==> src/rtl/core/hscs_pkg.sv <==
// ----------------------------------------------------------------------------
// Hall sensor check sequencer package
// Shared types, register map, reset values and command codes.
// ----------------------------------------------------------------------------
package hscs_pkg;

  // Configuration port geometry
  localparam int unsigned CfgIdxW  = 3;
  localparam int unsigned CfgDataW = 16;

  // Register map
  localparam logic [CfgIdxW-1:0] CFG_TICK_THRESHOLD  = 3'd0;
  localparam logic [CfgIdxW-1:0] CFG_DUTY_STEP       = 3'd1;
  localparam logic [CfgIdxW-1:0] CFG_DUTY_TOP        = 3'd2;
  localparam logic [CfgIdxW-1:0] CFG_SETTLE_TICKS    = 3'd3;
  localparam logic [CfgIdxW-1:0] CFG_RUN_TICKS       = 3'd4;
  localparam logic [CfgIdxW-1:0] CFG_SAMPLE_TICKS    = 3'd5;
  localparam logic [CfgIdxW-1:0] CFG_FAIL_POLL_TICKS = 3'd6;
  localparam logic [CfgIdxW-1:0] CFG_HALL_PRESET     = 3'd7;

  // Register reset values
  localparam logic [7:0]  RST_TICK_THRESHOLD  = 8'd10;
  localparam logic [7:0]  RST_DUTY_STEP       = 8'd30;
  localparam logic [9:0]  RST_DUTY_TOP        = 10'd800;
  localparam logic [15:0] RST_SETTLE_TICKS    = 16'd100;
  localparam logic [15:0] RST_RUN_TICKS       = 16'd300;
  localparam logic [7:0]  RST_SAMPLE_TICKS    = 8'd10;
  localparam logic [15:0] RST_FAIL_POLL_TICKS = 16'd20;
  localparam logic [15:0] RST_HALL_PRESET     = 16'd20000;

  // Motor command codes
  localparam logic [1:0] MOTOR_NONE  = 2'd0;
  localparam logic [1:0] MOTOR_DRIVE = 2'd1;
  localparam logic [1:0] MOTOR_STOP  = 2'd2;

  // Buzzer mode write codes
  localparam logic [1:0] BUZ_MODE_KEEP = 2'd0;
  localparam logic [1:0] BUZ_MODE_0    = 2'd1;
  localparam logic [1:0] BUZ_MODE_1    = 2'd2;

  // Beep counts
  localparam logic [3:0] BEEP_CLEAR = 4'd0;
  localparam logic [3:0] BEEP_START = 4'd1;
  localparam logic [3:0] BEEP_DONE  = 4'd3;
  localparam logic [3:0] BEEP_FAIL  = 4'd10;

  // Stored verdict
  localparam logic [1:0] VERDICT_NONE = 2'd0;
  localparam logic [1:0] VERDICT_PASS = 2'd1;
  localparam logic [1:0] VERDICT_FAIL = 2'd2;

  // Sequencer steps
  localparam logic [3:0] ST_WAIT_START = 4'd0;
  localparam logic [3:0] ST_PRESET     = 4'd1;
  localparam logic [3:0] ST_SETTLE_FWD = 4'd2;
  localparam logic [3:0] ST_RAMP_UP_F  = 4'd3;
  localparam logic [3:0] ST_RUN_FWD    = 4'd4;
  localparam logic [3:0] ST_RAMP_DN_F  = 4'd5;
  localparam logic [3:0] ST_SETTLE_REV = 4'd6;
  localparam logic [3:0] ST_RAMP_UP_R  = 4'd7;
  localparam logic [3:0] ST_RUN_REV    = 4'd8;
  localparam logic [3:0] ST_RAMP_DN_R  = 4'd9;
  localparam logic [3:0] ST_SETTLE_END = 4'd10;
  localparam logic [3:0] ST_FAIL       = 4'd11;

  typedef struct packed {
    logic [7:0]  tick_threshold;
    logic [7:0]  duty_step;
    logic [9:0]  duty_top;
    logic [15:0] settle_ticks;
    logic [15:0] run_ticks;
    logic [7:0]  sample_ticks;
    logic [15:0] fail_poll_ticks;
    logic [15:0] hall_preset;
  } hscs_cfg_t;

  typedef struct packed {
    logic [7:0]  elapsed_ms;
    logic        start_switch;
    logic        release_switch;
    logic [15:0] hall_count;
  } hscs_poll_t;

  typedef struct packed {
    logic        stepped;
    logic        led_pass;
    logic        led_fail;
    logic [1:0]  motor_cmd;
    logic        motor_dir;
    logic [10:0] motor_duty;
    logic        hall_load;
    logic        buzzer_write;
    logic [3:0]  buzzer_count;
    logic [1:0]  beep_mode;
    logic        loopback_set;
    logic [3:0]  test_step;
  } hscs_result_t;

endpackage

==> src/rtl/core/hscs_poll_if.sv <==
// ----------------------------------------------------------------------------
// Poll channel
// Valid/ready channel carrying one poll beat into the sequencer.
// ----------------------------------------------------------------------------
interface hscs_poll_if;
  logic        valid;
  logic        ready;
  logic [7:0]  elapsed_ms;
  logic        start_switch;
  logic        release_switch;
  logic [15:0] hall_count;

  modport source (
    output valid, elapsed_ms, start_switch, release_switch, hall_count,
    input  ready
  );

  modport sink (
    input  valid, elapsed_ms, start_switch, release_switch, hall_count,
    output ready
  );
endinterface

==> src/rtl/core/hscs_result_if.sv <==
// ----------------------------------------------------------------------------
// Result channel
// Valid/ready channel carrying one result beat with the command fields.
// ----------------------------------------------------------------------------
interface hscs_result_if;
  logic        valid;
  logic        ready;
  logic        stepped;
  logic        led_pass;
  logic        led_fail;
  logic [1:0]  motor_cmd;
  logic        motor_dir;
  logic [10:0] motor_duty;
  logic        hall_load;
  logic        buzzer_write;
  logic [3:0]  buzzer_count;
  logic [1:0]  beep_mode;
  logic        loopback_set;
  logic [3:0]  test_step;

  modport source (
    output valid, stepped, led_pass, led_fail, motor_cmd, motor_dir, motor_duty,
           hall_load, buzzer_write, buzzer_count, beep_mode, loopback_set,
           test_step,
    input  ready
  );

  modport sink (
    input  valid, stepped, led_pass, led_fail, motor_cmd, motor_dir, motor_duty,
           hall_load, buzzer_write, buzzer_count, beep_mode, loopback_set,
           test_step,
    output ready
  );
endinterface

==> src/rtl/core/hscs_cfg_regs.sv <==
// ----------------------------------------------------------------------------
// Configuration registers
// Write-only register file holding the sequencer timing and ramp settings.
// ----------------------------------------------------------------------------
module hscs_cfg_regs (
  input  logic                          clk_i,
  input  logic                          rst_ni,
  input  logic                          cfg_we_i,
  input  logic [hscs_pkg::CfgIdxW-1:0]  cfg_idx_i,
  input  logic [hscs_pkg::CfgDataW-1:0] cfg_data_i,
  output hscs_pkg::hscs_cfg_t           cfg_o
);
  import hscs_pkg::*;

  hscs_cfg_t cfg_q;

  always_ff @(posedge clk_i or negedge rst_ni) begin
    if (!rst_ni) begin
      cfg_q.tick_threshold  <= RST_TICK_THRESHOLD;
      cfg_q.duty_step       <= RST_DUTY_STEP;
      cfg_q.duty_top        <= RST_DUTY_TOP;
      cfg_q.settle_ticks    <= RST_SETTLE_TICKS;
      cfg_q.run_ticks       <= RST_RUN_TICKS;
      cfg_q.sample_ticks    <= RST_SAMPLE_TICKS;
      cfg_q.fail_poll_ticks <= RST_FAIL_POLL_TICKS;
      cfg_q.hall_preset     <= RST_HALL_PRESET;
    end else if (cfg_we_i) begin
      unique case (cfg_idx_i)
        CFG_TICK_THRESHOLD:  cfg_q.tick_threshold  <= cfg_data_i[7:0];
        CFG_DUTY_STEP:       cfg_q.duty_step       <= cfg_data_i[7:0];
        CFG_DUTY_TOP:        cfg_q.duty_top        <= cfg_data_i[9:0];
        CFG_SETTLE_TICKS:    cfg_q.settle_ticks    <= cfg_data_i;
        CFG_RUN_TICKS:       cfg_q.run_ticks       <= cfg_data_i;
        CFG_SAMPLE_TICKS:    cfg_q.sample_ticks    <= cfg_data_i[7:0];
        CFG_FAIL_POLL_TICKS: cfg_q.fail_poll_ticks <= cfg_data_i;
        CFG_HALL_PRESET:     cfg_q.hall_preset     <= cfg_data_i;
        default: ;
      endcase
    end
  end

  assign cfg_o = cfg_q;

endmodule

==> src/rtl/core/hscs_seq.sv <==
// ----------------------------------------------------------------------------
// Self-test sequencer
// Holds the test state and works out one poll per cycle when item_en_i is set:
// LED update, step transition, timers and the command fields of the result.
// ----------------------------------------------------------------------------
module hscs_seq (
  input  logic                    clk_i,
  input  logic                    rst_ni,
  input  logic                    item_en_i,
  input  hscs_pkg::hscs_poll_t    poll_i,
  input  hscs_pkg::hscs_cfg_t     cfg_i,
  output hscs_pkg::hscs_result_t  res_o
);
  import hscs_pkg::*;

  logic [3:0]  step_q, step_d;
  logic [15:0] long_q, long_d;
  logic [7:0]  samp_q, samp_d;
  logic [15:0] prev_q, prev_d;
  logic [10:0] duty_q, duty_d;
  logic        fail_q, fail_d;
  logic [1:0]  verdict_q, verdict_d;
  logic [1:0]  led_q, led_d;

  logic [15:0] long_lim;
  logic        long_fire;
  logic [15:0] long_next;
  logic        samp_fire;
  logic [7:0]  samp_next;
  logic        do_step;
  logic [3:0]  step_inc;
  logic        sample_ok;
  hscs_result_t res;

  // The long timer compares against a limit picked by the current step.
  always_comb begin
    priority if (step_q == ST_RUN_FWD || step_q == ST_RUN_REV) begin
      long_lim = cfg_i.run_ticks;
    end else if (step_q == ST_FAIL) begin
      long_lim = cfg_i.fail_poll_ticks;
    end else begin
      long_lim = cfg_i.settle_ticks;
    end
  end

  assign long_fire = long_q > long_lim;
  assign long_next = long_fire ? 16'd0 : long_q + 16'd1;
  assign samp_fire = samp_q > cfg_i.sample_ticks;
  assign samp_next = samp_fire ? 8'd0 : samp_q + 8'd1;
  assign do_step   = poll_i.elapsed_ms >= cfg_i.tick_threshold;
  assign step_inc  = step_q + 4'd1;
  assign sample_ok = (step_q == ST_RUN_FWD) ? (prev_q < poll_i.hall_count)
                                            : (prev_q > poll_i.hall_count);

  always_comb begin
    step_d    = step_q;
    long_d    = long_q;
    samp_d    = samp_q;
    prev_d    = prev_q;
    duty_d    = duty_q;
    fail_d    = fail_q;
    verdict_d = verdict_q;
    led_d     = led_q;
    res       = '0;

    if (do_step) begin
      res.stepped = 1'b1;
      if (verdict_q == VERDICT_PASS) begin
        led_d[0] = 1'b1;
      end else if (verdict_q == VERDICT_FAIL) begin
        led_d[1] = 1'b1;
      end else begin
        led_d = 2'b00;
      end

      unique case (step_q)
        ST_WAIT_START: begin
          if (!poll_i.start_switch) begin
            res.buzzer_write = 1'b1;
            res.buzzer_count = BEEP_START;
            step_d           = ST_PRESET;
            verdict_d        = VERDICT_NONE;
          end
        end
        ST_PRESET: begin
          fail_d        = 1'b0;
          long_d        = 16'd0;
          samp_d        = 8'd0;
          res.hall_load = 1'b1;
          prev_d        = cfg_i.hall_preset;
          step_d        = ST_SETTLE_FWD;
        end
        ST_SETTLE_FWD: begin
          long_d = long_next;
          if (long_fire) begin
            samp_d = 8'd0;
            duty_d = 11'd0;
            step_d = ST_RAMP_UP_F;
          end
        end
        ST_RAMP_UP_F, ST_RAMP_UP_R: begin
          if (duty_q < {1'b0, cfg_i.duty_top}) begin
            duty_d         = duty_q + {3'b000, cfg_i.duty_step};
            res.motor_cmd  = MOTOR_DRIVE;
            res.motor_dir  = (step_q == ST_RAMP_UP_F);
            res.motor_duty = duty_d;
          end else begin
            prev_d = poll_i.hall_count;
            long_d = 16'd0;
            samp_d = 8'd0;
            if (step_q == ST_RAMP_UP_F) begin
              fail_d = 1'b0;
            end
            step_d = step_inc;
          end
        end
        ST_RUN_FWD, ST_RUN_REV: begin
          // Run-length and sample checks both apply in the same step.
          long_d = long_next;
          samp_d = samp_next;
          if (long_fire) begin
            step_d = step_inc;
          end
          if (samp_fire) begin
            if (sample_ok) begin
              prev_d = poll_i.hall_count;
            end else begin
              fail_d = 1'b1;
              step_d = step_inc;
            end
          end
        end
        ST_RAMP_DN_F, ST_RAMP_DN_R: begin
          if (duty_q > {3'b000, cfg_i.duty_step}) begin
            duty_d         = duty_q - {3'b000, cfg_i.duty_step};
            res.motor_cmd  = MOTOR_DRIVE;
            res.motor_dir  = (step_q == ST_RAMP_DN_F);
            res.motor_duty = duty_d;
          end else begin
            res.motor_cmd    = MOTOR_STOP;
            res.loopback_set = 1'b1;
            if (step_q == ST_RAMP_DN_R) begin
              res.buzzer_write = 1'b1;
              res.buzzer_count = BEEP_DONE;
            end
            long_d = 16'd0;
            samp_d = 8'd0;
            duty_d = 11'd0;
            if (fail_q) begin
              step_d = ST_FAIL;
            end else if (step_q == ST_RAMP_DN_F) begin
              step_d = ST_SETTLE_REV;
            end else begin
              step_d = ST_SETTLE_END;
            end
          end
        end
        ST_SETTLE_REV: begin
          long_d = long_next;
          if (long_fire) begin
            step_d = ST_RAMP_UP_R;
          end
        end
        ST_SETTLE_END: begin
          long_d = long_next;
          if (long_fire) begin
            samp_d    = 8'd0;
            step_d    = ST_WAIT_START;
            verdict_d = VERDICT_PASS;
          end
        end
        ST_FAIL: begin
          long_d = long_next;
          if (long_fire) begin
            res.buzzer_write = 1'b1;
            if (!poll_i.release_switch) begin
              res.beep_mode    = BUZ_MODE_0;
              res.buzzer_count = BEEP_CLEAR;
              step_d           = ST_WAIT_START;
              verdict_d        = VERDICT_NONE;
            end else begin
              res.beep_mode    = BUZ_MODE_1;
              res.buzzer_count = BEEP_FAIL;
              verdict_d        = VERDICT_FAIL;
            end
          end
        end
        default: begin
          fail_d = 1'b0;
          long_d = 16'd0;
          samp_d = 8'd0;
          duty_d = 11'd0;
          step_d = ST_WAIT_START;
        end
      endcase
    end

    res.led_pass  = led_d[0];
    res.led_fail  = led_d[1];
    res.test_step = step_d;
  end

  always_ff @(posedge clk_i or negedge rst_ni) begin
    if (!rst_ni) begin
      step_q    <= ST_WAIT_START;
      long_q    <= 16'd0;
      samp_q    <= 8'd0;
      prev_q    <= 16'd0;
      duty_q    <= 11'd0;
      fail_q    <= 1'b0;
      verdict_q <= VERDICT_NONE;
      led_q     <= 2'b00;
    end else if (item_en_i) begin
      step_q    <= step_d;
      long_q    <= long_d;
      samp_q    <= samp_d;
      prev_q    <= prev_d;
      duty_q    <= duty_d;
      fail_q    <= fail_d;
      verdict_q <= verdict_d;
      led_q     <= led_d;
    end
  end

  assign res_o = res;

`ifndef SYNTHESIS
  // Steps twelve to fifteen are never entered, so the step stays in range.
  a_step_range: assert property (@(posedge clk_i) disable iff (!rst_ni)
    step_q <= ST_FAIL)
    else $error("sequencer step out of range");

  // Duty only changes while ramping or when a ramp ends.
  a_duty_zero_settle: assert property (@(posedge clk_i) disable iff (!rst_ni)
    (item_en_i && (step_q == ST_SETTLE_REV || step_q == ST_SETTLE_END
                   || step_q == ST_FAIL)) |=> duty_q == 11'd0)
    else $error("duty not zero outside of ramp and run");

  // The stored verdict is always one of its three defined codes.
  a_verdict_legal: assert property (@(posedge clk_i) disable iff (!rst_ni)
    (verdict_q == VERDICT_NONE || verdict_q == VERDICT_PASS
     || verdict_q == VERDICT_FAIL))
    else $error("stored verdict has an undefined code");
`endif

endmodule

==> src/rtl/core/hall_sensor_check_sequencer_top.sv <==
// ----------------------------------------------------------------------------
// Hall sensor check sequencer
// Motor self-test sequencer driven by millisecond polls; emits LED, motor,
// buzzer, hall preset and loopback commands as one result beat per poll.
// ----------------------------------------------------------------------------
// Path: a poll beat is held in the poll register, and its result beat is held
// in the result register until result_o takes it.
// One poll per cycle unless the result register is held; the step logic is a
// single pass from poll register to result register, updating state in it.
// Reset: rst_ni clears the sequencer state and loads the register defaults.
module hall_sensor_check_sequencer_top (
  input  logic                          clk_i,
  input  logic                          rst_ni,
  input  logic                          cfg_we_i,
  input  logic [hscs_pkg::CfgIdxW-1:0]  cfg_idx_i,
  input  logic [hscs_pkg::CfgDataW-1:0] cfg_data_i,
  hscs_poll_if.sink                     poll_i,
  hscs_result_if.source                 result_o
);
  import hscs_pkg::*;

  hscs_cfg_t    cfg;
  hscs_poll_t   poll_q;
  logic         poll_vld_q;
  logic         work_go;
  hscs_result_t res;
  hscs_result_t res_q;
  logic         res_vld_q;

  hscs_cfg_regs u_cfg (
    .clk_i      (clk_i),
    .rst_ni     (rst_ni),
    .cfg_we_i   (cfg_we_i),
    .cfg_idx_i  (cfg_idx_i),
    .cfg_data_i (cfg_data_i),
    .cfg_o      (cfg)
  );

  // The held poll moves on whenever the result register is free or drains.
  assign work_go      = poll_vld_q && (!res_vld_q || result_o.ready);
  assign poll_i.ready = !poll_vld_q || work_go;

  always_ff @(posedge clk_i or negedge rst_ni) begin
    if (!rst_ni) begin
      poll_vld_q <= 1'b0;
    end else if (poll_i.ready) begin
      poll_vld_q <= poll_i.valid;
    end
  end

  always_ff @(posedge clk_i) begin
    if (poll_i.valid && poll_i.ready) begin
      poll_q.elapsed_ms     <= poll_i.elapsed_ms;
      poll_q.start_switch   <= poll_i.start_switch;
      poll_q.release_switch <= poll_i.release_switch;
      poll_q.hall_count     <= poll_i.hall_count;
    end
  end

  hscs_seq u_seq (
    .clk_i     (clk_i),
    .rst_ni    (rst_ni),
    .item_en_i (work_go),
    .poll_i    (poll_q),
    .cfg_i     (cfg),
    .res_o     (res)
  );

  always_ff @(posedge clk_i or negedge rst_ni) begin
    if (!rst_ni) begin
      res_vld_q <= 1'b0;
    end else if (!res_vld_q || result_o.ready) begin
      res_vld_q <= work_go;
    end
  end

  always_ff @(posedge clk_i) begin
    if (work_go) begin
      res_q <= res;
    end
  end

  assign result_o.valid        = res_vld_q;
  assign result_o.stepped      = res_q.stepped;
  assign result_o.led_pass     = res_q.led_pass;
  assign result_o.led_fail     = res_q.led_fail;
  assign result_o.motor_cmd    = res_q.motor_cmd;
  assign result_o.motor_dir    = res_q.motor_dir;
  assign result_o.motor_duty   = res_q.motor_duty;
  assign result_o.hall_load    = res_q.hall_load;
  assign result_o.buzzer_write = res_q.buzzer_write;
  assign result_o.buzzer_count = res_q.buzzer_count;
  assign result_o.beep_mode    = res_q.beep_mode;
  assign result_o.loopback_set = res_q.loopback_set;
  assign result_o.test_step    = res_q.test_step;

`ifndef SYNTHESIS
  // A held poll that cannot move on must still be held next cycle.
  a_poll_held: assert property (@(posedge clk_i) disable iff (!rst_ni)
    (poll_vld_q && !work_go) |=> poll_vld_q)
    else $error("held poll beat dropped");

  // A poll below the tick threshold issues no commands.
  a_idle_quiet: assert property (@(posedge clk_i) disable iff (!rst_ni)
    (res_vld_q && !res_q.stepped) |-> (res_q.motor_cmd == MOTOR_NONE
      && !res_q.hall_load && !res_q.buzzer_write && !res_q.loopback_set))
    else $error("command issued without a step");

  // Direction and duty travel only with a drive command.
  a_drive_data: assert property (@(posedge clk_i) disable iff (!rst_ni)
    (res_vld_q && res_q.motor_cmd != MOTOR_DRIVE)
      |-> (res_q.motor_duty == 11'd0 && !res_q.motor_dir))
    else $error("motor data without drive command");
`endif

endmodule
==> src/flat_wrapper.sv <==
// flat-port wrapper written by rule: the top's interface ports become plain ports
module hall_sensor_check_sequencer_top_flat import hscs_pkg::*;
  (clk_i, rst_ni, cfg_we_i, cfg_idx_i, cfg_data_i, poll_i_valid, poll_i_elapsed_ms, poll_i_start_switch, poll_i_release_switch, poll_i_hall_count, poll_i_ready, result_o_valid, result_o_stepped, result_o_led_pass, result_o_led_fail, result_o_motor_cmd, result_o_motor_dir, result_o_motor_duty, result_o_hall_load, result_o_buzzer_write, result_o_buzzer_count, result_o_beep_mode, result_o_loopback_set, result_o_test_step, result_o_ready);
  hscs_poll_if poll_i_i ();
  hscs_result_if result_o_i ();
  input  logic clk_i;
  input  logic rst_ni;
  input  logic cfg_we_i;
  input  logic [hscs_pkg::CfgIdxW-1:0] cfg_idx_i;
  input  logic [hscs_pkg::CfgDataW-1:0] cfg_data_i;
  input wire logic [$bits(poll_i_i.valid)-1:0] poll_i_valid;
  input wire logic [$bits(poll_i_i.elapsed_ms)-1:0] poll_i_elapsed_ms;
  input wire logic [$bits(poll_i_i.start_switch)-1:0] poll_i_start_switch;
  input wire logic [$bits(poll_i_i.release_switch)-1:0] poll_i_release_switch;
  input wire logic [$bits(poll_i_i.hall_count)-1:0] poll_i_hall_count;
  output wire logic [$bits(poll_i_i.ready)-1:0] poll_i_ready;
  output wire logic [$bits(result_o_i.valid)-1:0] result_o_valid;
  output wire logic [$bits(result_o_i.stepped)-1:0] result_o_stepped;
  output wire logic [$bits(result_o_i.led_pass)-1:0] result_o_led_pass;
  output wire logic [$bits(result_o_i.led_fail)-1:0] result_o_led_fail;
  output wire logic [$bits(result_o_i.motor_cmd)-1:0] result_o_motor_cmd;
  output wire logic [$bits(result_o_i.motor_dir)-1:0] result_o_motor_dir;
  output wire logic [$bits(result_o_i.motor_duty)-1:0] result_o_motor_duty;
  output wire logic [$bits(result_o_i.hall_load)-1:0] result_o_hall_load;
  output wire logic [$bits(result_o_i.buzzer_write)-1:0] result_o_buzzer_write;
  output wire logic [$bits(result_o_i.buzzer_count)-1:0] result_o_buzzer_count;
  output wire logic [$bits(result_o_i.beep_mode)-1:0] result_o_beep_mode;
  output wire logic [$bits(result_o_i.loopback_set)-1:0] result_o_loopback_set;
  output wire logic [$bits(result_o_i.test_step)-1:0] result_o_test_step;
  input wire logic [$bits(result_o_i.ready)-1:0] result_o_ready;
  assign poll_i_i.valid = poll_i_valid;
  assign poll_i_i.elapsed_ms = poll_i_elapsed_ms;
  assign poll_i_i.start_switch = poll_i_start_switch;
  assign poll_i_i.release_switch = poll_i_release_switch;
  assign poll_i_i.hall_count = poll_i_hall_count;
  assign poll_i_ready = poll_i_i.ready;
  assign result_o_valid = result_o_i.valid;
  assign result_o_stepped = result_o_i.stepped;
  assign result_o_led_pass = result_o_i.led_pass;
  assign result_o_led_fail = result_o_i.led_fail;
  assign result_o_motor_cmd = result_o_i.motor_cmd;
  assign result_o_motor_dir = result_o_i.motor_dir;
  assign result_o_motor_duty = result_o_i.motor_duty;
  assign result_o_hall_load = result_o_i.hall_load;
  assign result_o_buzzer_write = result_o_i.buzzer_write;
  assign result_o_buzzer_count = result_o_i.buzzer_count;
  assign result_o_beep_mode = result_o_i.beep_mode;
  assign result_o_loopback_set = result_o_i.loopback_set;
  assign result_o_test_step = result_o_i.test_step;
  assign result_o_i.ready = result_o_ready;
  hall_sensor_check_sequencer_top u_core (.clk_i(clk_i), .rst_ni(rst_ni), .cfg_we_i(cfg_we_i), .cfg_idx_i(cfg_idx_i), .cfg_data_i(cfg_data_i), .poll_i(poll_i_i), .result_o(result_o_i));
endmodule
==> config.mk <==
export PLATFORM = sky130hd
export DESIGN_NAME = hall_sensor_check_sequencer_top_flat
export DESIGN_NICKNAME = d
export VERILOG_FILES = /design/src/rtl/core/hscs_pkg.sv /design/src/rtl/core/hscs_poll_if.sv /design/src/rtl/core/hscs_result_if.sv /design/src/rtl/core/hscs_cfg_regs.sv /design/src/rtl/core/hscs_seq.sv /design/src/rtl/core/hall_sensor_check_sequencer_top.sv /design/src/flat_wrapper.sv
export SDC_FILE = /design/constraint.sdc
export NUM_CORES = 1
export LEC_CHECK = 0
export ABC_CLOCK_PERIOD_IN_PS = 6250
export BUFFER_PORTS_ARGS = -buffer_cell sky130_fd_sc_hd__buf_2
export CORE_ASPECT_RATIO = 1.25
export CORE_UTILIZATION = 35
export CTS_CLUSTER_DIAMETER = 40
export DETAILED_ROUTE_END_ITERATION = 10
export MAX_ROUTING_LAYER = met4
export SETUP_SLACK_MARGIN = 0.05
export SKIP_LAST_GASP = 1
export SLEW_MARGIN = 15
export SYNTH_ARGS = -nofsm -noshare
export SYNTH_HDL_FRONTEND = slang
export SYNTH_HIERARCHICAL = 1
export SYNTH_SLANG_ARGS = --single-unit
==> constraint.sdc <==
create_clock -name clk_i -period 6.25 [get_ports clk_i]
set_clock_uncertainty 0.2 [all_clocks]
set_input_delay 1.25 -clock clk_i [delete_from_list [all_inputs] [get_ports clk_i]]
set_output_delay 1.25 -clock clk_i [all_outputs]
set_load 0.005 [all_outputs]
==> out/qor.csv <==
stage;metric;value;unit
power_and_ir_drop;total_power;5.17;mW
timing;clock.fmax;197;MHz
min_path;hold_start;u_core/u_seq/led_q[0]$_DFFE_PN0P_;
floorplanning;die_h;210;um
clocking;numCtsBuffers;31;
global_routing;antenna_found_initial;0;
logic_synthesis;async_flop_share;0.741;
logic_synthesis;yosys.area.top_type;dfrtp_1;
floorplanning;dieArea;0.0353;mm2
clocking;cts.sinks;216;
logic_synthesis;yosysWarnings;6;
logic_synthesis;synth_commonest_cells;135 x dfrtp_1, 108 x mux2_2, 81 x ha_1;
detailed_routing;drc;0;
clocking;path_clk_slew;60;ps
detailed_routing;wl_met2;14.1;mm
finish;nFillCells;3296;
logic_synthesis;synth_edf_count;56;
power_and_ir_drop;power_density;373;mW/mm2
logic_synthesis;synth_top_area_frac;0.279;
clocking;cts_setup_buffers;0;
clocking;cts-htree-levels;1;
setup_path;cp.required;6350;ps
global_routing;overflow;0;
finish;antenna_cells;0;
timing;finalCritPeriodShare;0.813;
power_and_ir_drop;ir_drop;0.000201;V
setup_path;rrSetupSlack;1170;ps
outcome;status;finished, final reports clean;
global_routing;grtUsageTotal;0.172;
clocking;ctsResizeCount;0;
setup_path;crit_type;reg2reg;
detailed_routing;firstDrtPassIters;5;
power_and_ir_drop;cellLeakagePower;6.18;nW
setup_path;cp-end-kind;flip-flop;
min_path;worstHoldPathCells;1;
timing;worst_pin_slew;1160;ps
setup_path;rr_startpoint;u_core/u_seq/step_q[2]$_DFFE_PN0P_;
logic_synthesis;synth.most_common_cell;dfrtp_1;
timing;post-route-min-period;5080;ps
finish;seq_area;0.00572;mm2
logic_synthesis;ys_types;83;
setup_path;arrival;5180;ps
detailed_routing;ant_nets;0;
timing;setup_viol;0;
job;cap_violations;0;
timing;fin_tns_setup;0;ps
clocking;clock_tree.buffer_depth;3;
clocking;cts_tree;built;
detailed_routing;wl_met3;1.22;mm
timing;timing_hold_violations_final;0;
timing;rsz0062_at_grt;no;
place;gp_congestion;0.898;
timing;slew_violations;0;
logic_synthesis;syn_area_per_cell;11.0;um2
min_path;whs_endpoint;u_core/u_seq/led_q[0]$_DFFE_PN0P_;
detailed_routing;first_iter_violations;427;
place;portBuffers;81;
detailed_routing;m1WireLength;12.7;mm
detailed_routing;vias_per_cell;5.31;
clocking;insertion_delay;560;ps
global_routing;grt_pass1_vias;8695;
global_routing;grt_max_degree;61;
detailed_routing;top_layer;met4;
logic_synthesis;ys_seq_area_frac;0.473;
setup_path;r2r_end;u_core/result_o.test_step[0]$_DFFE_PP_;
logic_synthesis;netlist_area;0.0121;mm2
logic_synthesis;synth_area_leaders;dfrtp_1 28%, edfxtp_1 14%, mux2_2 10%;
timing;slew_headroom;0.216;
floorplanning;rows;75;
setup_path;reg2reg_depth;17;
detailed_routing;wl;28.8;mm
detailed_routing;route.vias.total;8614;
finish;multi_input_area;0.00584;mm2
floorplanning;die_width;168;um
clocking;ctsHoldBuffers;0;
logic_synthesis;synth_flop_cell;dfrtp_1;
finish;drive_above_1_share;0.263;
global_routing;grt_pass1_wl;47.0;mm
clocking;clockRootBuffer;clkbuf_16;
logic_synthesis;syn_nets;1236;
min_path;hp-class;reg2reg;
place;dp_hpwl;20.7;mm
finish;area_growth;14.7;%
finish;fin_util;0.411;
setup_path;path_max_fanout;36;
floorplanning;initial_core_util;0.358;
timing;holdWs;299;ps
floorplanning;core-area;0.0338;mm2
finish;finish.net_count;1308;
logic_synthesis;ys_ff_latch;216;
detailed_routing;wire_per_inst;17.7;um
floorplanning;ios;82;
logic_synthesis;synthCells;1103;
setup_path;startpoint_type;flip-flop;
-- how the worst max path moves through the flow --
stage	start	end	slack [ps]	depth (start not counted)
final	u_core/u_seq/step_q[2]$_DFFE_PN0P_	u_core/result_o.test_step[0]$_DFFE_PP_	1170	17
after global routing	u_core/u_seq/step_q[3]$_DFFE_PN0P_	u_core/result_o.test_step[0]$_DFFE_PP_	750	17
after CTS	u_core/u_seq/step_q[2]$_DFFE_PN0P_	u_core/u_seq/long_q[5]$_DFFE_PN0P_	1210	14
after detailed placement	u_core/u_seq/step_q[2]$_DFFE_PN0P_	u_core/u_seq/long_q[5]$_DFFE_PN0P_	1230	14
after global placement	u_core/u_seq/step_q[2]$_DFFE_PN0P_	u_core/result_o.test_step[0]$_DFFE_PP_	1280	17
after floorplan	u_core/u_seq/step_q[0]$_DFFE_PN0P_	u_core/result_o.test_step[0]$_DFFE_PP_	1190	20
-- stage by stage --
step | instances | setup WS, ps | cell area [um2]
floorplan | 1103 | 1190 | 12100
global placement | 1565 | 1280 | 12900
detailed placement | 1565 | 1230 | 12900
CTS | 1623 | 1210 | 13900
global route | 1623 | 749 | 13900
finish | 1623 | 1170 | 13900
-- metal layers --
layer,global-route usage,vias to the layer above
li1,-,4156
met1,0.217,4198
met2,0.287,199
met3,0.0206,61
met4,0.0539,0
met5,-,-
-- power by group --
group | switching (mW) | internal (mW)
Combinational | 0.872 | 0.684
Clock | 0.703 | 0.994
Sequential | 0.171 | 1.75
Total | 1.75 | 3.43
-- cell families (layout without fill, tap and decap cells) --
group,Yosys count,in the layout,synth area share
mux,139,139,0.130
xor+xnor,11,11,0.00797
simple gates,274,274,0.122
flops,216,216,0.473
compound gates,253,253,0.134
other cells,1,1,0.000310
fa+ha+maj,83,83,0.0871
buf+inv,126,223,0.0458
-- critical path, stage by stage, from the launching register on --
cell	delay (ps)
dfrtp_1	570
nor2b_1	690
o21a_1	370
buf_4	380
nor2_1	100
a21oi_1	130
ha_1	270
a21oi_1	140
o21ai_0	90
a221o_1	340
o31ai_2	240
buf_4	260
ha_1	180
o22ai_1	70
and2_1	170
a311oi_1	310
nand3_1	120
a2bb2oi_1	150
-- sequential cells by signal, indices dropped and copies added (netlist names), 8 cells and up --
signal / flops
u_core/result_o.motor_duty: 11
u_core/u_cfg/cfg_o: 98
u_core/u_seq/prev_q: 16
u_core/u_seq/duty_q: 11
u_core/u_seq/samp_q: 8
u_core/poll_q: 26
u_core/u_seq/long_q: 16
-- layout by cell type (no fill, tap or decap), drive strengths merged, types with 11 or more instances in the layout --
cell,Yosys,layout
nand3,22,22
a21oi,60,60
nor2,61,61
o21ai,81,81
dfstp,25,25
a31oi,11,11
nor2b,18,18
edfxtp,56,56
nand2b,22,22
inv,71,84
nand4,17,17
mux2,118,118
clkbuf,24,34
o31ai,14,14
buf,30,93
dfrtp,135,135
o21a,11,11
mux2i,21,21
nand2,76,76
and3,13,13
nor3,15,15
ha,81,81
-- layout make-up --
cell class                 instances  area share
multi-input combinational        761       0.421
sequential                       216       0.412
inverter                          72      0.0195
tap                              423      0.0381
clock buffer                      34      0.0577
timing repair buffer              93      0.0362
clock inverter                    24      0.0159
Note: power is estimated with default switching activity, not from simulation.
